==> src/hw/rtl/cssts_pkg.sv <==
`default_nettype none
// ----------------------------------------------------------------------------
// Clock sync slave timestamp package
// Shared transaction types, command codes, register indexes and the
// classified queue entry passed from the front end to the back end.
// ----------------------------------------------------------------------------
package cssts_pkg;

   localparam int CSR_INDEX_W = 2;
   localparam int CSR_DATA_W  = 64;

   // Command codes of an input transaction.
   localparam logic [1:0] CMD_UPDATE     = 2'd0;
   localparam logic [1:0] CMD_CONV_SLAVE = 2'd1;
   localparam logic [1:0] CMD_CONV_OBS   = 2'd2;

   // Configuration register indexes.
   localparam logic [CSR_INDEX_W-1:0] REG_TAG_TO_TICKS = 2'd0;
   localparam logic [CSR_INDEX_W-1:0] REG_TICKS_TO_TAG = 2'd1;
   localparam logic [CSR_INDEX_W-1:0] REG_JUMP_THRESH  = 2'd2;

   typedef enum logic [1:0] {
      KIND_UPDATE,
      KIND_CONV_SLAVE,
      KIND_CONV_OBS,
      KIND_NOP
   } kind_type;

   typedef struct packed {
      logic [1:0]  command;
      logic [63:0] time_tag;
      logic [63:0] ticks;
   } req_type;

   typedef struct packed {
      logic [63:0] tag_out;
      logic        slave_jumped;
   } rsp_type;

   typedef struct packed {
      logic [63:0] tag_to_ticks_ratio;
      logic [63:0] ticks_to_tag_ratio;
      logic [31:0] jump_threshold;
   } cfg_type;

   typedef struct packed {
      kind_type    kind;
      logic [63:0] time_tag;
      logic [63:0] ticks;
   } entry_type;

   typedef struct packed {
      logic      valid;
      entry_type entry;
   } q_head_type;

endpackage : cssts_pkg
`default_nettype wire

==> src/hw/rtl/cssts_front.sv <==
`default_nettype none
// ----------------------------------------------------------------------------
// Clock sync slave timestamp front end
// Accepts request transactions, decodes the command into an operation kind
// and holds the classified entries in a short queue for the back end.
// ----------------------------------------------------------------------------
module cssts_front
   import cssts_pkg::*;
#(
   parameter int DEPTH = 4
) (
   input  wire logic       clock,
   input  wire logic       reset,
   input  wire logic       req_valid,
   output      logic       req_stall,
   input  wire req_type    req_data,
   output      q_head_type head,
   input  wire logic       pop
);

   // DEPTH must be at least two.
   localparam int PTR_W = $clog2(DEPTH);
   localparam int CNT_W = $clog2(DEPTH + 1);
   localparam logic [PTR_W-1:0] LAST_PTR  = PTR_W'(DEPTH - 1);
   localparam logic [CNT_W-1:0] FULL_CNT  = CNT_W'(DEPTH);

   entry_type        mem_ff [DEPTH];
   entry_type        wr_entry;
   logic [PTR_W-1:0] wr_ptr_ff, wr_ptr_in;
   logic [PTR_W-1:0] rd_ptr_ff, rd_ptr_in;
   logic [CNT_W-1:0] count_ff, count_in;
   logic             push;
   logic             do_pop;

   assign req_stall = (count_ff == FULL_CNT);
   assign push      = req_valid && !req_stall;
   assign do_pop    = pop && head.valid;

   always_comb begin
      wr_entry.time_tag = req_data.time_tag;
      wr_entry.ticks    = req_data.ticks;
      case (req_data.command)
         CMD_UPDATE:     wr_entry.kind = KIND_UPDATE;
         CMD_CONV_SLAVE: wr_entry.kind = KIND_CONV_SLAVE;
         CMD_CONV_OBS:   wr_entry.kind = KIND_CONV_OBS;
         default:        wr_entry.kind = KIND_NOP;
      endcase
   end

   always_comb begin
      wr_ptr_in = wr_ptr_ff;
      rd_ptr_in = rd_ptr_ff;
      count_in  = count_ff;
      if (push) begin
         wr_ptr_in = (wr_ptr_ff == LAST_PTR) ? '0 : wr_ptr_ff + 1'b1;
      end
      if (do_pop) begin
         rd_ptr_in = (rd_ptr_ff == LAST_PTR) ? '0 : rd_ptr_ff + 1'b1;
      end
      case ({push, do_pop})
         2'b10:   count_in = count_ff + 1'b1;
         2'b01:   count_in = count_ff - 1'b1;
         default: count_in = count_ff;
      endcase
   end

   always_ff @(posedge clock) begin
      if (push) begin
         mem_ff[wr_ptr_ff] <= wr_entry;
      end
   end

   always_ff @(posedge clock) begin
      if (reset) begin
         wr_ptr_ff <= '0;
         rd_ptr_ff <= '0;
         count_ff  <= '0;
      end else begin
         wr_ptr_ff <= wr_ptr_in;
         rd_ptr_ff <= rd_ptr_in;
         count_ff  <= count_in;
      end
   end

   assign head.valid = (count_ff != '0);
   assign head.entry = mem_ff[rd_ptr_ff];

endmodule : cssts_front
`default_nettype wire

==> config.mk <==
export PLATFORM = sky130hd
export DESIGN_NAME = cssts_front
export DESIGN_NICKNAME = d
export VERILOG_FILES = /design/src/hw/rtl/cssts_pkg.sv /design/src/hw/rtl/cssts_front.sv
export SDC_FILE = /design/constraint.sdc
export NUM_CORES = 1
export LEC_CHECK = 0
export BUFFER_PORTS_ARGS = -buffer_cell sky130_fd_sc_hd__buf_4
export CORE_MARGIN = 1.5
export CORE_UTILIZATION = 45
export CTS_CLUSTER_SIZE = 10
export DETAILED_ROUTE_END_ITERATION = 8
export PLACE_DENSITY = 0.68
export RECOVER_POWER = 50
export SYNTH_ARGS = -nofsm -noshare
export SYNTH_HDL_FRONTEND = slang
export SYNTH_SLANG_ARGS = --single-unit
==> constraint.sdc <==
create_clock -name clock -period 6.1 [get_ports clock]
set_clock_uncertainty 0.2 [all_clocks]
set_input_delay 0.305 -clock clock [delete_from_list [all_inputs] [get_ports clock]]
set_output_delay 0.305 -clock clock [all_outputs]
set_load 0.01 [all_outputs]
# == Yosys cells after proc, flatten, opt, wreduce, memory -nomap -nowiden ==
# Memories as Yosys holds them, arrays and structs flattened. A register that Yosys moved wholly into a read port is not among the register bits.
# Cells that the tools add are included.
# Widths: inputs -> output; s select.
# classes
add_sub_neg,4
n_eq_ne,7
mux,8
n_reduce_logical,6
# op_table
op,count
$eq 2x2->1 const B,4
$mux 2,4
$pmux 2 s3,1
$pmux 3 s2,1
$add 2x1->2 const B,2
$eq 2x1->1 const B,2
$add 3x1->3 const B,1
$eq 3x3->1 const B,1
$reduce_bool 3->1,1
$sub 3x1->3 const B,1
$logic_and 1x1->1,2
$logic_not 2->1,1
$mux 1,2
$reduce_bool 2->1,1
$logic_not 1->1,1
# word_totals
ff_bits,7
mem_bits_rw,520
out_inout_bits,132
wordCells,29
n_memories,1
# memory_table
name,depth,word_bits,rd,rd_clocked_by_memory_dff,write_ports,line,source
mem_ff,4,130,1,1,1,cssts_front.sv:27,entry_type mem_ff [DEPTH];

# == Logic depth before layout (Yosys ltp) ==
# logic_depth
word_depth,5
depth_mapped,10
mapped_depth_nobuf,9

# == Least setup slack after synthesis ==
# OpenSTA, ideal clock, no wires.
# synth_timing
kind,flip-flop to flip-flop
from,register count_ff[0]
to,"memory mem_ff[0][0] in the netlist's numbering, enable pin"
setup_ns,0.432
arrival_time_ns,2.288
required_ns,5.468
slack_ns,3.180
path_stages_with_launch,4
path_buffers,1
period_less_slack_ns,2.920
cell_sequence,dfxtp_1 > or3b_1 > clkbuf_2 > and3_2
# synth_between
elab_chain_len,5
# synth_rtl
element,line,source
from (decl),cssts_front.sv:31,"logic [CNT_W-1:0] count_ff, count_in;"
from (signal assigned),cssts_front.sv:81,count_ff <= count_in;
$eq 3x3->1,cssts_front.sv:35,assign req_stall = (count_ff == FULL_CNT);
$logic_not 1->1,cssts_front.sv:36,assign push = req_valid && !req_stall;
$logic_and 1x1->1,cssts_front.sv:36,
$mux 1,cssts_front.sv:68,if (push) begin
$mux 1 (implied by the code),cssts_front.sv:69,mem_ff[wr_ptr_ff] <= wr_entry;
to (decl),cssts_front.sv:27,
# No other way between the ends.

# == Final worst setup path ==
# layout_timing
from,register count_ff[0]
to,"memory mem_ff[0][23] in the netlist's numbering, enable pin"
# The elaborated chain is that of the path after synthesis.

==> qor.yml <==
worst_hold_path:
  min_to: "count_ff[2]"
  min_from: "reset"
  whs_path_depth: 3
  hold_class: "in2reg"
grt:
  grt_max_degree: 84
  antenna_found_initial: 4
  grtUsageTotal_pct: 17.7
  grt-ovfl-total: 0
  grt_pass1_vias: 10100
  grt_pass1_wl_um: 58300
worst_setup_path:
  crit_path_end_kind: "register"
  cp_max_fo: 83
  critical_path_class: "reg2reg"
  cp.arrival_ns: 3.86
  worst-r2r-cell-count: 3
  critPathLaunchType: "register"
  critical_path.startpoint: "count_ff[0]"
  crit-reg2reg-launch: "count_ff[0]"
  r2r_setup_slack_ns: 2.26
  required_ns: 6.12
  r2r-end: "mem_ff[0][23]"
sta:
  fin_crit_ns: 3.84
  max_slew_margin_pct: -73.2
  period_share_pct: 63.0
  tns_ns: 0
  finalHoldViolations: 0
  slew_viol_final: 96
  setup_violations: 0
  rsz0062_at_grt: "no"
  fmax_mhz: 260
  worst_pin_slew_ns: 2.60
yosys:
  synthesis.area_mm2: 0.0193
  avgSynthCellArea_um2: 26.2
  synth-xor-area-share_pct: 0.0909
  syn-num-nets: 876
  synth_seq_area_share_pct: 82.0
  yosys_warnings: 0
  synthAdderAreaFrac_pct: 0.494
  synth_top_family_by_area: "multiplexers"
  synth.distinct_cells: 28
  synth-simple-area-share_pct: 0.533
  synth-compound-area-share_pct: 0.273
  synth-seq-cells: 529
  syn_inst: 735
  synthMuxAreaShare_pct: 15.3
clock_network:
  cts_resized: 0
  holdBufCountCts: 133
  cts_made_buffers: 59
  cts_setup_buffers: 0
  cts_root_buffer: "clkbuf_16"
  cts_sinks: 529
  clkTransAtPathRegs_ns: 0.05
  cts_tree: "done"
  clock_path_buffers: 3
  h-tree-depth: 2
  worstSkewPairLatency_ns: 0.59
placement:
  dp_hpwl_um: 22000
  gp_congestion: 0.705
  numPortBuffers: 265
run:
  maxCapViolCount: 2
die:
  core_area_mm2: 0.0421
  fp.dieW_um: 210
  die_h_um: 210
  fp.dieArea_mm2: 0.0441
  rows: 75
  num_io_pins: 266
  initial_core_util_pct: 45.7
drt:
  wl_met1_um: 16100
  dr_wl_met2_um: 18500
  wl_per_cell_um: 22.0
  drc: 0
  ant_nets: 0
  met3_length_um: 2720
  avgViaCountPerCell: 5.31
  top_layer_used: "met5"
  drtIter0Drc: 676
  dr_total_vias: 9189
  wl_um: 38000
  firstDrtPassIters: 4
cells_and_area:
  drive_above_1_share_pct: 28.9
  syn2layout_area_growth_pct: 26.1
  final_util_pct: 57.6
  nets: 1311
  fillers: 3145
power_and_ir_drop:
  power.total_mw: 9.60
  ir_drop_v: 0.000316
  power_density_mw_per_mm2: 395
  power_leakage_nw: 7.88
outcome:
  outcome: "finished with violations"
  violations: "capacitance limit, slew limit"
-- Yosys cell counts (all sizes together) --
master / number / area [um2]
a21o: 1 / 7.51
a21oi: 4 / 20.0
and2: 1 / 8.76
and3: 4 / 30.0
buf: 27 / 208
clkbuf: 6 / 25.0
dfxtp: 9 / 180
edfxtp: 520 / 15600
fa: 1 / 20.0
ha: 6 / 75.1
inv: 8 / 30.0
mux2i: 1 / 10.0
mux4: 130 / 2930
nand2: 1 / 3.75
nand3: 2 / 10.0
nor2: 4 / 15.0
nor3: 1 / 5.00
o21ai: 1 / 5.00
o31ai: 2 / 20.0
or3: 3 / 21.3
or3b: 1 / 8.76
xor2: 2 / 17.5
-- cell usage in the layout (no fill, tap or decap), types with 2 or more instances in the layout --
cell	synthesis	layout
a21oi_1	4	4
xor2_1	2	2
nand3_1	2	2
ha_1	6	6
buf_4	3	139
diode_2	0	3
buf_12	0	4
and3_4	0	2
dlygate4sd3_1	0	133
edfxtp_1	520	520
or3_2	2	2
and3_1	0	2
nor2_1	4	4
clkbuf_1	4	146
mux4_2	130	130
inv_1	8	8
dfxtp_1	9	7
clkbuf_16	0	61
dfxtp_4	0	2
-- worst max-delay path: stages, from the launching register on --
cell     delay (ns)
dfxtp_1        0.40
or3b_1         0.30
and3_1         1.97
buf_12         0.49
-- routing by layer --
| layer | track usage [%] | vias up |
|---|---|---|
| met5 | 0 | - |
| met4 | 5.46 | 2 |
| met3 | 4.20 | 46 |
| met2 | 28.5 | 295 |
| met1 | 24.3 | 4823 |
| li1 | - | 4023 |
-- cell families after synthesis --
| kind of cell | count (synthesis) |
|---|---|
| AOI/OAI and AO/OA | 8 |
| xor gates and xnor gates | 2 |
| adders and majority gates | 7 |
| buffers and inverters | 41 |
| DFF | 529 |
| muxes | 131 |
| and+or+nand+nor | 17 |
-- metrics by stage --
stage                     instance area (um2)  hold slack, ns  std cells  setup WS, ns
final                                   24300           0.307       1729          2.26
after global routing                    24300           0.307       1728          1.92
after CTS                               24800           0.217       1726          2.38
after detailed placement                21800           0.274       1515          3.02
after global placement                  21800           0.266       1515          3.03
after floorplan                         19300           0.204        735          3.18
-- worst max path at each step --
stage	depth (start not counted)	to	slack (ns)
floorplan	3	mem_ff[0][0]	3.18
global placement	3	head[95]	3.03
detailed placement	3	head[95]	3.02
CTS	3	head[95]	2.38
global route	3	mem_ff[0][23]	1.92
finish	3	mem_ff[0][23]	2.26
-- flip-flops by register name, indices dropped and copies added (netlist names), named ones only --
name       count
count_ff       3
mem_ff       520
rd_ptr_ff      2
wr_ptr_ff      2
-- layout make-up --
cell class / instances / area (um2) / area share, %
diodes: 3 / 7.51 / 0.0309
clock buffers: 76 / 1580 / 6.52
clock inverters: 2 / 35.0 / 0.144
inverters: 8 / 30.0 / 0.124
multi-input cells: 165 / 3210 / 13.2
flip-flops and latches: 529 / 15800 / 65.1
well taps: 539 / 674 / 2.78
repair buffers: 407 / 2950 / 12.1
-- report_power, final --
| group | switching (mW) | internal [mW] |
|---|---|---|
| Combinational | 0.945 | 1.06 |
| Clock | 1.24 | 1.82 |
| Sequential | 0.168 | 4.37 |
Power figures use the tool's default switching activity.
